==> src/rtl/smf_pkg.sv <==
// ----------------------------------------------------------------------------
// smf_pkg
// constants, slot codes and item type of the sysex message framer
// ----------------------------------------------------------------------------
`default_nettype none

package smf_pkg;

  // framing bytes
  localparam logic [7:0] SYX_START  = 8'hF0;
  localparam logic [7:0] SYX_MAKER  = 8'h41;
  localparam logic [7:0] SYX_MODEL  = 8'h6A;
  localparam logic [7:0] SYX_CMD_RQ = 8'h11;
  localparam logic [7:0] SYX_CMD_DT = 8'h12;
  localparam logic [7:0] SYX_END    = 8'hF7;

  // device byte after reset
  localparam logic [6:0] DEVICE_RESET = 7'd16;

  // byte slots of one framed message in transmit order
  localparam logic [2:0] SLOT_START = 3'd0;
  localparam logic [2:0] SLOT_MAKER = 3'd1;
  localparam logic [2:0] SLOT_DEV   = 3'd2;
  localparam logic [2:0] SLOT_MODEL = 3'd3;
  localparam logic [2:0] SLOT_CMD   = 3'd4;
  localparam logic [2:0] SLOT_PAY   = 3'd5;
  localparam logic [2:0] SLOT_CKSUM = 3'd6;
  localparam logic [2:0] SLOT_END   = 3'd7;

  // one held input item with its checksum
  typedef struct packed {
    logic       req_type;
    logic [7:0] payload_byte;
    logic       first_byte;
    logic       last_byte;
    logic [6:0] cksum;
  } item_t;

endpackage

`default_nettype wire

==> src/rtl/sysex_message_framer.sv <==
// ----------------------------------------------------------------------------
// sysex_message_framer
// frames body bytes into system-exclusive update and request messages
// ----------------------------------------------------------------------------
// One input transaction holds one body byte. A byte marked first is preceded
// by F0 41 <device> 6A <cmd> (11 request, 12 update); a byte marked last is
// followed by the checksum and F7. Each input transaction yields one to eight
// output transactions, one per cycle while the output is not stalled, so a
// body byte in mid-message yields one, and the input is taken every cycle
// while the output is not stalled. The single output register sends one byte
// per cycle when not stalled: a first byte yields six bytes, a last byte
// three, a one-byte message eight. Input and output are parted by the input
// item register and the output register, so the next byte is taken while a
// result waits. device_id is a plain write-only register, reset to 16.
// ----------------------------------------------------------------------------
`default_nettype none

module sysex_message_framer (
  input  wire logic       clk_i,
  input  wire logic       rst_ni,
  input  wire logic       cfg_we_i,
  input  wire logic [6:0] cfg_wdata_i,
  input  wire logic       in_valid_i,
  output logic            in_stall_o,
  input  wire logic       req_type_i,
  input  wire logic [7:0] payload_byte_i,
  input  wire logic       first_byte_i,
  input  wire logic       last_byte_i,
  output logic            out_valid_o,
  input  wire logic       out_stall_i,
  output logic [7:0]      out_byte_o,
  output logic            run_end_o,
  output logic            message_end_o
);
  import smf_pkg::*;

  logic [6:0] device_id_q;
  logic       item_valid;
  item_t      item;
  logic       pop;

  // device byte register
  always_ff @(posedge clk_i or negedge rst_ni) begin
    if (!rst_ni) begin
      device_id_q <= DEVICE_RESET;
    end else if (cfg_we_i) begin
      device_id_q <= cfg_wdata_i;
    end
  end

  // input register and checksum
  smf_in_stage u_in_stage (
    .clk_i          (clk_i),
    .rst_ni         (rst_ni),
    .in_valid_i     (in_valid_i),
    .in_stall_o     (in_stall_o),
    .req_type_i     (req_type_i),
    .payload_byte_i (payload_byte_i),
    .first_byte_i   (first_byte_i),
    .last_byte_i    (last_byte_i),
    .pop_i          (pop),
    .item_valid_o   (item_valid),
    .item_o         (item)
  );

  // byte sequencer and output register
  smf_emit u_emit (
    .clk_i         (clk_i),
    .rst_ni        (rst_ni),
    .item_valid_i  (item_valid),
    .item_i        (item),
    .device_id_i   (device_id_q),
    .pop_o         (pop),
    .out_valid_o   (out_valid_o),
    .out_stall_i   (out_stall_i),
    .out_byte_o    (out_byte_o),
    .run_end_o     (run_end_o),
    .message_end_o (message_end_o)
  );

endmodule

`default_nettype wire

==> src/rtl/smf_in_stage.sv <==
// ----------------------------------------------------------------------------
// smf_in_stage
// input register with the seven-bit running sum and checksum
// ----------------------------------------------------------------------------
`default_nettype none

module smf_in_stage (
  input  wire logic          clk_i,
  input  wire logic          rst_ni,
  input  wire logic          in_valid_i,
  output logic               in_stall_o,
  input  wire logic          req_type_i,
  input  wire logic [7:0]    payload_byte_i,
  input  wire logic          first_byte_i,
  input  wire logic          last_byte_i,
  input  wire logic          pop_i,
  output logic               item_valid_o,
  output smf_pkg::item_t     item_o
);
  import smf_pkg::*;

  logic       item_valid_q, item_valid_d;
  item_t      item_q, item_d;
  logic [6:0] sum_q, sum_d;
  logic [6:0] sum_new;
  logic       accept;

  // the register frees up in the cycle its last byte leaves
  assign in_stall_o = item_valid_q && !pop_i;
  assign accept     = in_valid_i && !in_stall_o;

  // running sum, restarted by a first byte and closed by a last byte
  always_comb begin
    sum_new = (first_byte_i ? 7'd0 : sum_q) + payload_byte_i[6:0];
    sum_d   = sum_q;
    item_d  = item_q;
    if (accept) begin
      sum_d               = last_byte_i ? 7'd0 : sum_new;
      item_d.req_type     = req_type_i;
      item_d.payload_byte = payload_byte_i;
      item_d.first_byte   = first_byte_i;
      item_d.last_byte    = last_byte_i;
      item_d.cksum        = 7'd0 - sum_new;
    end
  end

  // item valid flag
  always_comb begin
    item_valid_d = item_valid_q;
    if (accept) begin
      item_valid_d = 1'b1;
    end else if (pop_i) begin
      item_valid_d = 1'b0;
    end
  end

  always_ff @(posedge clk_i or negedge rst_ni) begin
    if (!rst_ni) begin
      item_valid_q <= 1'b0;
      sum_q        <= 7'd0;
    end else begin
      item_valid_q <= item_valid_d;
      sum_q        <= sum_d;
    end
  end

  // payload register
  always_ff @(posedge clk_i) begin
    item_q <= item_d;
  end

  assign item_valid_o = item_valid_q;
  assign item_o       = item_q;

endmodule

`default_nettype wire

==> src/rtl/smf_emit.sv <==
// ----------------------------------------------------------------------------
// smf_emit
// walks the byte slots of the held item into the output register
// ----------------------------------------------------------------------------
`default_nettype none

module smf_emit (
  input  wire logic          clk_i,
  input  wire logic          rst_ni,
  input  wire logic          item_valid_i,
  input  wire smf_pkg::item_t item_i,
  input  wire logic [6:0]    device_id_i,
  output logic               pop_o,
  output logic               out_valid_o,
  input  wire logic          out_stall_i,
  output logic [7:0]         out_byte_o,
  output logic               run_end_o,
  output logic               message_end_o
);
  import smf_pkg::*;

  logic       busy_q, busy_d;
  logic [2:0] slot_q, slot_d;
  logic [2:0] cur_slot;
  logic [2:0] end_slot;
  logic       is_end;
  logic       out_free;
  logic       out_load;
  logic [7:0] byte_sel;
  logic       out_valid_q, out_valid_d;
  logic [7:0] out_byte_q, out_byte_d;
  logic       run_end_q, run_end_d;
  logic       msg_end_q, msg_end_d;

  // slot of the byte to send next
  always_comb begin
    if (busy_q) begin
      cur_slot = slot_q;
    end else begin
      cur_slot = item_i.first_byte ? SLOT_START : SLOT_PAY;
    end
    end_slot = item_i.last_byte ? SLOT_END : SLOT_PAY;
    is_end   = (cur_slot == end_slot);
  end

  assign out_free = !out_valid_q || !out_stall_i;
  assign out_load = item_valid_i && out_free;
  assign pop_o    = out_load && is_end;

  // byte for the current slot
  always_comb begin
    unique case (cur_slot)
      SLOT_START: byte_sel = SYX_START;
      SLOT_MAKER: byte_sel = SYX_MAKER;
      SLOT_DEV:   byte_sel = {1'b0, device_id_i};
      SLOT_MODEL: byte_sel = SYX_MODEL;
      SLOT_CMD:   byte_sel = item_i.req_type ? SYX_CMD_DT : SYX_CMD_RQ;
      SLOT_PAY:   byte_sel = item_i.payload_byte;
      SLOT_CKSUM: byte_sel = {1'b0, item_i.cksum};
      SLOT_END:   byte_sel = SYX_END;
      default:    byte_sel = SYX_END;
    endcase
  end

  // slot sequencer
  always_comb begin
    busy_d = busy_q;
    slot_d = slot_q;
    if (out_load) begin
      busy_d = !is_end;
      slot_d = cur_slot + 3'd1;
    end
  end

  // output register
  always_comb begin
    out_valid_d = out_valid_q;
    out_byte_d  = out_byte_q;
    run_end_d   = run_end_q;
    msg_end_d   = msg_end_q;
    if (out_load) begin
      out_valid_d = 1'b1;
      out_byte_d  = byte_sel;
      run_end_d   = is_end;
      msg_end_d   = (cur_slot == SLOT_END);
    end else if (!out_stall_i) begin
      out_valid_d = 1'b0;
    end
  end

  always_ff @(posedge clk_i or negedge rst_ni) begin
    if (!rst_ni) begin
      busy_q      <= 1'b0;
      slot_q      <= SLOT_START;
      out_valid_q <= 1'b0;
    end else begin
      busy_q      <= busy_d;
      slot_q      <= slot_d;
      out_valid_q <= out_valid_d;
    end
  end

  always_ff @(posedge clk_i) begin
    out_byte_q <= out_byte_d;
    run_end_q  <= run_end_d;
    msg_end_q  <= msg_end_d;
  end

  assign out_valid_o   = out_valid_q;
  assign out_byte_o    = out_byte_q;
  assign run_end_o     = run_end_q;
  assign message_end_o = msg_end_q;

endmodule

`default_nettype wire

==> config.mk <==
export PLATFORM = sky130hd
export DESIGN_NAME = sysex_message_framer
export DESIGN_NICKNAME = d
export VERILOG_FILES = /design/src/rtl/smf_pkg.sv /design/src/rtl/sysex_message_framer.sv /design/src/rtl/smf_in_stage.sv /design/src/rtl/smf_emit.sv
export SDC_FILE = /design/constraint.sdc
export NUM_CORES = 1
export LEC_CHECK = 0
export BUFFER_PORTS_ARGS = -buffer_cell sky130_fd_sc_hd__buf_4
export CORE_MARGIN = 4
export CORE_UTILIZATION = 39
export DETAILED_ROUTE_END_ITERATION = 10
export GPL_TIMING_DRIVEN = 0
export PLACE_DENSITY_LB_ADDON = 0.2
export SLEW_MARGIN = 5
export SYNTH_ARGS = -nofsm -noshare
export SYNTH_HDL_FRONTEND = slang
export SYNTH_SLANG_ARGS = --single-unit
==> constraint.sdc <==
create_clock -name clk_i -period 4.1 [get_ports clk_i]
set_input_delay 0.205 -clock clk_i [delete_from_list [all_inputs] [get_ports clk_i]]
set_output_delay 0.205 -clock clk_i [all_outputs]
set_load 0.05 [all_outputs]
==> implementation parameters, run 1 <==
Parameter                              Value

Critical path
  Crit Path Category    register to register
  Cell type group with the largest total delay on the critical path    adder cells
  Top cell by count, worst path    sky130_fd_sc_hd__xnor2_1
  Critical Path AT    2450 ps
  Maximum fanout along the worst path    4
  Critical path startpoint category    register
  Critical path cell sequence    nor2b_1 > ha_1 > fa_1 > a21o_1 > a21oi_1 > xnor2_1 > nor3b_1 > xnor2_1
  Cell with the biggest individual delay on the critical path    sky130_fd_sc_hd__fa_1
  Delay of the slowest critical-path stage    410 ps
  Startpoint of the worst setup timing path    u_in_stage.sum_q[0]
  CP Buf/Inv Count    0
  Crit path capture type    register
  Start of the worst register-to-register path    u_in_stage.sum_q[0]
  Worst endpoint required time    4150 ps

Synth
  Commonest register cell after synthesis    sky130_fd_sc_hd__edfxtp_1
  Cell with the most instances after synthesis    sky130_fd_sc_hd__nand2_1
  Mean cell area of the mapped netlist    approximately 12 um2
  Cell type contributing the most total cell area after synthesis    sky130_fd_sc_hd__edfxtp_1
  Net Count, Synth    233
  Syn. warnings    0
  Sequential cell area fraction in the yosys report    approximately 57%
  Number of cells produced by synthesis    about 200
  Share of the synthesized area in the top cell type    35.6%
  Proportion of register bits with asynchronous set or reset after synthesis    between 40% and 50%
  Post-synth EDFFs    28
  Post-Syn Area    roughly 0.0024 mm2
  Most frequent cells after synthesis    sky130_fd_sc_hd__nand2_1 (30), sky130_fd_sc_hd__edfxtp_1 (28), sky130_fd_sc_hd__dfrtp_1 (19)
  Number of synthesized register bits    between 40 and 50
  Count of different cell masters after synthesis    between 40 and 50
  Dominant cells by area after synthesis    sky130_fd_sc_hd__edfxtp_1 (36%), sky130_fd_sc_hd__dfrtp_1 (20%), sky130_fd_sc_hd__ha_1 (6.9%)

Drt
  Total number of vias    about 1500
  Remaining antenna violation count    0
  Post-Route WL    ~4200 um
  Post-detailed-route DRC marker count    0
  Number of DRC markers after the initial detailed-route iteration    58
  Routed length per instance    13.4 um
  Vias/cell    around 4.8
  Number of search-and-repair iterations in the first detailed-routing pass    4

STA
  Unrepaired setup endpoints after global routing    false
  Share of the cycle needed by the critical path after routing    58.6%
  Final setup viols    0
  Highest attainable clock frequency    0.416 GHz
  Number of hold violations in the final report    0
  Slew at the pin closest to its max-slew limit    about 670 ps
  Final min period    2400 ps
  Max transition margin    between 50% and 60%
  Post-layout worst setup margin    1700 ps
  Number of pins exceeding their max-slew limit in the final report    0
  Worst Clk Skew    roughly 8.3 ps
  Sum of negative setup slack    0 ps

Clock tree
  Cts bufs inserted    5
  Clock sink count    between 40 and 50
  Clk slew on worst S/H paths    approximately 90 ps
  Maximum buffer depth of the clock tree    2
  TritonCTS clock tree    yes
  Maximum level of the CTS H-tree    2
  Root Driver    sky130_fd_sc_hd__clkbuf_8
  Post-CTS setup buffer count    0
  Clock network latency to the later pin of the worst-skew pair    around 300 ps

Run status
  Status    completed

Min path
  Beginning of the worst hold path    req_type_i
  Worst hold path class    input port to register

Floorplan
  DIE WIDTH    around 86 um
  Full die area    around 0.0074 mm2
  Site Rows    28
  Standard cell core area    0.00589 mm2
  Effective utilization at floorplan    approximately two fifths
  Num ports    35
  Die outline height    between 80 and 90 um

GRT
  Initial antenna violation count    0
  Global-route usage over all layers    12.7%
  Number of global-route vias before repair    roughly 1600
  Remaining Overflow, GRT    0
  Maximum number of pins on one net before global-route repair    21
  Wire length of the first global-routing pass    approximately 7300 um

Power
  Power density over cell area    about 620 mW/mm2
  Maximum resistive drop on vdd    0.000332 V
  Leakage power    ~1.2 nW

Final layout
  Layout Nets    274
  Growth of design area from synthesis to finish    18.9%
  Ratio of cells with drive above 1 in the final layout    between 20% and 30%
  N_diodes    0

Run
  Number of maximum-capacitance constraint violations    0

Placement
  Placer's final routability congestion estimate    ~0.89
  Place WS    1670 ps
  Post-DP HPWL    around 3300 um
  Port Buffers    33
-- timing repair --
item,4_1_cts,5_1_grt
gates resized for setup,0,0
hold buffers,1,0
hold endpoints to repair,19,0
-- cell type report --
cell class	instances	area, um2
Fill cell	579	3080
Sequential cell	48	1340
Multi-Input combinational cell	130	930
Timing Repair Buffer	34	258
Tap cell	75	93.8
Clock buffer	7	86.3
Inverter	12	45.0
Buffer	6	41.3
Clock inverter	1	7.51
-- state kept, by name (all words and copies together) (netlist names) --
register                 flops
u_in_stage.item_valid_o      1
u_emit.slot_q                3
u_emit.message_end_o         1
u_emit.busy_q                1
u_in_stage.sum_q             7
u_emit.out_valid_o           1
u_in_stage.item_o           18
device_id_q                  7
u_emit.out_byte_o            8
u_emit.run_end_o             1
-- cells in the final DEF (no fill, tap or decap), types with 2 or more instances in the layout --
cell	count
sky130_fd_sc_hd__buf_4	33
sky130_fd_sc_hd__nand2_1	30
sky130_fd_sc_hd__edfxtp_1	28
sky130_fd_sc_hd__dfrtp_1	19
sky130_fd_sc_hd__ha_1	13
sky130_fd_sc_hd__inv_1	12
sky130_fd_sc_hd__nor2_1	9
sky130_fd_sc_hd__o21ai_0	9
sky130_fd_sc_hd__xnor2_1	8
sky130_fd_sc_hd__mux2_2	7
sky130_fd_sc_hd__nor2b_1	6
sky130_fd_sc_hd__a21oi_1	6
sky130_fd_sc_hd__o31ai_1	6
sky130_fd_sc_hd__clkbuf_8	6
sky130_fd_sc_hd__mux2i_1	3
sky130_fd_sc_hd__buf_2	3
sky130_fd_sc_hd__nand3_1	3
sky130_fd_sc_hd__xor2_1	3
sky130_fd_sc_hd__buf_6	2
sky130_fd_sc_hd__o21bai_1	2
sky130_fd_sc_hd__nand2b_1	2
sky130_fd_sc_hd__nand4_1	2
sky130_fd_sc_hd__a31oi_1	2
sky130_fd_sc_hd__clkbuf_1	2
sky130_fd_sc_hd__a22o_2	2
-- per-stage QoR --
| stage | cells | utilization, % | power (mW) | area (um2) | hold slack [ps] |
|---|---|---|---|---|---|
| 3_5_place_dp | 304 | 45.9 | 1.48 | 2700 | 117 |
| 3_3_place_gp | 304 | 45.9 | 1.47 | 2700 | 114 |
| 5_1_grt | 313 | 47.6 | 1.88 | 2800 | 69.5 |
| 4_1_cts | 313 | 47.6 | 1.77 | 2800 | 77.4 |
| 2_1_floorplan | 196 | - | 1.28 | 2360 | -90.6 |
| 6_report | 313 | 47.6 | 1.75 | 2800 | 84.5 |
-- routing by layer --
| metal | GRT usage (%) | wire (um) | vias up |
|---|---|---|---|
| met4 | 5.18 | 80 | 0 |
| li1 | - | - | 776 |
| met1 | 17.2 | 1990 | 675 |
| met5 | 0 | 0 | - |
| met2 | 19.6 | 1900 | 39 |
| met3 | 3.36 | 238 | 7 |
-- kinds of logic after synthesis --
family                   synth area share (%)
AO/OA/AOI/OAI                            10.9
XOR/XNOR                                 4.78
AND/OR/NAND/NOR                          11.4
buffers and inverters                    3.66
flip-flops                               56.9
multiplexers                             4.62
adder cells (fa/ha/maj)                  7.75
-- final timing paths --
| path | end | slack [ps] | cells past startpoint |
|---|---|---|---|
| worst max-delay path | u_in_stage.item_o[6] | 1700 | 8 |
| worst min-delay path | u_in_stage.item_o[17] | 80 | 1 |
| worst max register to register | u_in_stage.item_o[6] | 1700 | 8 |
| worst min register to register | u_in_stage.sum_q[1] | 480 | 2 |
| max in group asynchronous | device_id_q[4] | 3490 | 2 |
| min in group asynchronous | u_in_stage.sum_q[4] | 330 | 2 |
-- power by group --
part | switching [mW] | internal, mW
combinational | 0.467 | 0.287
clock | 0.152 | 0.137
sequential | 0.0444 | 0.662
total | 0.664 | 1.09
(Power assumes the default switching activity.)
==> run 2: changes to the inputs <==
Clock period 4.1 ns to 2 ns, I/O delays scaled along.
==> run 2 against run 1 <==
The flow now finishes with violations (setup timing). Critical endpoint unchanged. Die area unchanged. Highest routed layer unchanged. Sequential cell count unchanged. Combinational power increased by 150%. Final area increased by 14%. Sequential share of layout area decreased by 5.7 points. Fmax increased by 8.6%. Clock power increased to 2.6 times the previous value. Setup slack got worse by 1900 ps. Clock skew decreased by 3.7 ps. Via count increased by 7.2%.
==> implementation parameters, run 2 (synthesis gave the netlist of run 1 again) <==
Parameter                              Value

Run status
  Status    complete, but fails checks
  Failing checks    setup timing

Clock tree
  Clock sink count    between 40 and 50
  Root Driver    sky130_fd_sc_hd__clkbuf_8
  Clock network latency to the later pin of the worst-skew pair    approximately 300 ps
  Maximum buffer depth of the clock tree    2
  Clk slew on worst S/H paths    around 90 ps
  Cts bufs inserted    5
  TritonCTS clock tree    yes
  Maximum level of the CTS H-tree    2

Critical path
  Start of the worst register-to-register path    u_in_stage.sum_q[0]
  Maximum fanout along the worst path    4
  Crit path capture type    register
  Critical Path AT    2260 ps
  Critical path startpoint category    register
  Capturing element of the worst setup path    u_in_stage.item_o[6]
  Worst endpoint required time    2050 ps
  Setup slack on the worst flop-to-flop path    -210 ps
  Endpoint of the worst register-to-register path    u_in_stage.item_o[6]
  Depth of the most critical reg-to-reg path    9
  Crit Path Category    register to register
  Startpoint of the worst setup timing path    u_in_stage.sum_q[0]

GRT
  Wire length of the first global-routing pass    between 7000 and 8000 um
  Global-route track usage on met1    between 10% and 20%
  Remaining Overflow, GRT    0
  Initial antenna violation count    0
  GR met3 Demand/Resource    under 10%
  Number of global-route vias before repair    ~1600
  GR Util met2    21.5%
  Top Usage Layer GRT    met2
  Maximum number of pins on one net before global-route repair    21
  Global-route usage over all layers    a little over an eighth

STA
  Worst Clk Skew    4.59 ps
  Share of the cycle needed by the critical path after routing    111%
  Slew at the pin closest to its max-slew limit    between 300 and 400 ps
  Number of hold violations in the final report    0
  Final setup viols    4
  Post-layout worst setup margin    -211 ps
  Max transition margin    75.8%
  Sum of negative setup slack    -637 ps
  Final min period    2210 ps
  Highest attainable clock frequency    between 0.4 and 0.5 GHz
  Number of pins exceeding their max-slew limit in the final report    0
  Unrepaired setup endpoints after global routing    true

Drt
  Total number of vias    between 1500 and 2000
  Number of DRC markers after the initial detailed-route iteration    between 50 and 60
  Routed length per instance    13.9 um
  Post-Route WL    4620 um
  Post-detailed-route DRC marker count    0
  Number of search-and-repair iterations in the first detailed-routing pass    6
  Remaining antenna violation count    0
  Vias/cell    between 4 and 5

Final layout
  Post-Layout Inst Area    around 0.0032 mm2
  Multi-input combinational cell area    roughly 0.0011 mm2
  # fillers    around 540
  Most frequent standard cell in the layout excluding fill and tap cells    sky130_fd_sc_hd__buf_4
  N_diodes    0
  Top library cells by usage in the layout, fill and taps aside    sky130_fd_sc_hd__buf_4 (41), sky130_fd_sc_hd__nand2_1 (30), sky130_fd_sc_hd__edfxtp_1 (28)
  Growth of design area from synthesis to finish    35.0%
  Number of flip-flops in the largest register    18
  Layout Nets    about 290
  Register area    0.00134 mm2
  Ratio of cells with drive above 1 in the final layout    between 30% and 40%
  Non-filler cells in the finished layout    around 330

Run
  Number of maximum-capacitance constraint violations    0

Placement
  Place WS    -242 ps
  Post-DP HPWL    3320 um
  Port Buffers    33
  Placer's final routability congestion estimate    0.878
  Placed instance count    304
  Area after detailed placement    0.00273 mm2

Power
  Power density over cell area    approximately 1300 mW/mm2
  Leakage power    1.35 nW
  Power Total    between 4 and 5 mW
  Maximum resistive drop on vdd    around 0.00074 V

Floorplan
  Die outline height    85.8 um
  Effective utilization at floorplan    ~40%
  Standard cell core area    ~0.0059 mm2
  Full die area    around 0.0074 mm2
  Num ports    35
  Site Rows    28
  DIE WIDTH    85.8 um

Min path
  Worst hold path class    input port to register
## run 2: cell count changes in the layout (fill, tap and decap cells not counted), sizes merged
cell and change:
bufinv +1, buf +9, dlygate4sd3 +10, inv -1
## run 2: cell type report
cell class,instances,area share (%)
clock inverters,1,0.943
well taps,75,2.95
inverters,12,1.53
multi-input cells,130,34.1
flip-flops and latches,48,42.2
repair buffers,53,13.9
clock buffers,7,3.03
plain buffers,6,1.38
## run 2: critical path: stages (launching register included)
cell	delay (ps)
sky130_fd_sc_hd__dfrtp_1	400
sky130_fd_sc_hd__nor2b_4	140
sky130_fd_sc_hd__ha_4	160
sky130_fd_sc_hd__fa_2	340
sky130_fd_sc_hd__a21o_1	170
sky130_fd_sc_hd__a21oi_2	160
sky130_fd_sc_hd__buf_4	160
sky130_fd_sc_hd__xnor2_4	130
sky130_fd_sc_hd__nor3b_4	220
sky130_fd_sc_hd__xnor2_1	90
## run 2: metrics by stage
| stage | utilization [%] | hold WS, ps |
|---|---|---|
| floorplan | - | -196 |
| global placement | 46.3 | 6.17 |
| detailed placement | 46.3 | 6.64 |
| CTS | 51.8 | 0.939 |
| global route | 54.1 | 15.0 |
| finish | 54.1 | 25.8 |
## run 2: worst min path at each step
stage,from,endpoint,slack [ps],cells past startpoint
after floorplan,rst_ni,device_id_q[0],-200,0
after global placement,rst_ni,u_in_stage.item_valid_o,6,1
after detailed placement,rst_ni,u_in_stage.sum_q[6],7,1
after CTS,payload_byte_i[1],u_in_stage.item_o[10],0.9,1
after global routing,cfg_wdata_i[3],device_id_q[3],20,2
final,cfg_wdata_i[1],device_id_q[1],30,2
## run 2: metal layers
layer | part of all wire, % | routed length, um
met1 | 44 | 2030
met2 | 49 | 2270
met3 | 4.4 | 203
met4 | 2.5 | 115
met5 | 0 | 0
## run 2: power by group
part	internal [mW]	switching (mW)	total (mW)
Combinational	0.804	1.07	1.88
Sequential	1.36	0.0947	1.45
Clock	0.441	0.322	0.763
Total	2.60	1.49	4.09
## run 2: what timing repair did
item / CTS / global route
hold endpoints to repair: 29 / 1
endpoints found under the setup margin: 28 / 15
resized for setup: 6 / 22
buffers inserted: 6 / 3
pin swaps: 4 / 9
cloned: 0 / 0
hold buffers: 10 / 1
==> run 3: changes to the inputs <==
Settings changed: PLACE_DENSITY_LB_ADDON 0.2 to 0.05.
==> run 3 against run 2 <==
The run still ends with setup timing left. Utilization shrank 0.57 points. Sequential share of layout area grew 0.45 points. Power shrank 4.0%. Fmax grew 2.6%. Largest power group unchanged. Register-to-register slack gained 60 ps. Combinational power is essentially flat. Critical path type unchanged. Non-clock buffer count grew 2.
==> implementation parameters, run 3 (synthesis gave the netlist of run 1 again) <==
Parameter                              Value

Critical path
  Critical path cell sequence    nor2b_4 > ha_4 > fa_2 > a21o_1 > a21oi_2 > buf_4 > xnor2_4 > nor3b_2 > xnor2_1
  Crit path capture type    register
  Critical path startpoint category    register
  Delay of the slowest critical-path stage    380 ps
  Critical Path AT    around 2200 ps
  Crit Path Category    register to register
  Worst endpoint required time    2050 ps
  Maximum fanout along the worst path    4
  Cell with the biggest individual delay on the critical path    sky130_fd_sc_hd__dfrtp_1

STA
  Max transition margin    around 76%
  Number of pins exceeding their max-slew limit in the final report    0
  Post-layout worst setup margin    -155 ps
  Unrepaired setup endpoints after global routing    true
  Number of hold violations in the final report    0
  Final setup viols    5
  Worst Clk Skew    ~8.5 ps
  Final min period    2150 ps
  Sum of negative setup slack    -425 ps
  Slew at the pin closest to its max-slew limit    between 300 and 400 ps
  Worst-case hold slack    between 20 and 30 ps
  Highest attainable clock frequency    0.464 GHz
  Share of the cycle needed by the critical path after routing    108%

GRT
  Maximum number of pins on one net before global-route repair    21
  Initial antenna violation count    0
  Wire length of the first global-routing pass    just under 8000 um
  Global-route usage over all layers    13.4%
  Number of global-route vias before repair    ~1600
  Remaining Overflow, GRT    0

Clock tree
  TritonCTS clock tree    yes
  Clock sink count    48
  Root Driver    sky130_fd_sc_hd__clkbuf_8
  Cts bufs inserted    5
  Maximum buffer depth of the clock tree    2
  Maximum level of the CTS H-tree    2
  Clock network latency to the later pin of the worst-skew pair    roughly 300 ps
  Clk slew on worst S/H paths    90 ps

Final layout
  N_diodes    0
  Post-Layout Inst Area    between 0.003 and 0.004 mm2
  Most frequent standard cell in the layout excluding fill and tap cells    sky130_fd_sc_hd__buf_4
  Layout Nets    a little under 300
  Growth of design area from synthesis to finish    33.6%
  Top library cells by usage in the layout, fill and taps aside    sky130_fd_sc_hd__buf_4 (42), sky130_fd_sc_hd__nand2_1 (30), sky130_fd_sc_hd__edfxtp_1 (28)
  Ratio of cells with drive above 1 in the final layout    a little under two fifths
  Number of flip-flops in the largest register    18

Floorplan
  Num ports    35
  Full die area    approximately 0.0074 mm2
  Standard cell core area    approximately 0.006 mm2
  Die outline height    85.8 um
  DIE WIDTH    between 80 and 90 um
  Effective utilization at floorplan    40.1%
  Site Rows    28

Drt
  Remaining antenna violation count    0
  Routed length per instance    between 10 and 15 um
  Post-detailed-route DRC marker count    0
  Number of search-and-repair iterations in the first detailed-routing pass    4
  Total number of vias    1654
  Number of DRC markers after the initial detailed-route iteration    between 50 and 60
  Post-Route WL    ~4600 um
  Vias/cell    slightly below 5

Power
  Power Total    around 3.9 mW
  Power density over cell area    between 1000 and 1500 mW/mm2
  Leakage power    between 1 and 1.5 nW
  Maximum resistive drop on vdd    between 0.0007 and 0.0008 V

Run status
  Status    complete, but fails checks
  Failing checks    setup timing

Run
  Number of maximum-capacitance constraint violations    0

Placement
  Placer's final routability congestion estimate    between 0.8 and 0.9
  Post-DP HPWL    ~3500 um
  Area after detailed placement    0.00273 mm2
  Port Buffers    33

Min path
  Worst hold path class    input port to register
[run 3: worst max-delay path: cells and delay by family (launching register included)]
kind | cells | cell delay (ps)
adders and majority gates | 2 | 500
xor gates and xnor gates | 2 | 210
buffers and inverters | 1 | 150
and+or+nand+nor | 2 | 340
AOI/OAI and AO/OA | 2 | 320
DFF | 1 | 380
[run 3: what timing repair did]
action,4_1_cts,5_1_grt
endpoints found under the setup margin,28,14
hold buffers,9,2
gates resized for setup,5,18
hold endpoints to repair,28,2
gates cloned,0,0
pin swaps,4,5
setup buffers,5,6
[run 3: metal layers]
| metal | track usage (%) | vias to the layer above | share of wire, % |
|---|---|---|---|
| met5 | 0 | - | 0 |
| met4 | 5.76 | 0 | 2.4 |
| met3 | 3.46 | 12 | 4.7 |
| met2 | 22.1 | 39 | 49 |
| met1 | 16.7 | 787 | 44 |
| li1 | - | 816 | - |
[run 3: stage by stage]
step	setup slack, ps	instances	utilization (%)
2_1_floorplan	-72.9	196	-
3_3_place_gp	-229	304	46.3
3_5_place_dp	-264	304	46.3
4_1_cts	-225	326	50.7
5_1_grt	-241	334	53.5
6_report	-155	334	53.5
[run 3: worst paths after layout]
check / startpoint / cells past startpoint / slack, ps / endpoint
max: u_in_stage.sum_q[0] / 9 / -150 / u_in_stage.item_o[6]
min: out_stall_i / 3 / 30 / u_emit.out_valid_o
max reg2reg: u_in_stage.sum_q[0] / 9 / -150 / u_in_stage.item_o[6]
min reg2reg: u_in_stage.sum_q[3] / 2 / 480 / u_in_stage.sum_q[3]
max in group asynchronous: rst_ni / 2 / 1490 / device_id_q[4]
min in group asynchronous: rst_ni / 2 / 220 / u_in_stage.sum_q[5]
[run 3: final cells by class]
class                   instances  area (um2)
clock buffers                   6        82.6
multi-input cells             130        1070
repair buffers                 55         457
well taps                      75        93.8
inverters                      12        48.8
plain buffers                   6        43.8
clock inverters                 2        10.0
fillers                       526        2740
flip-flops and latches         48        1340
[run 3: power breakdown]
group / total (mW) / internal [mW] / switching [mW]
Combinational: 1.89 / 0.816 / 1.07
Sequential: 1.46 / 1.36 / 0.0989
Clock: 0.584 / 0.276 / 0.308
Total: 3.93 / 2.45 / 1.48
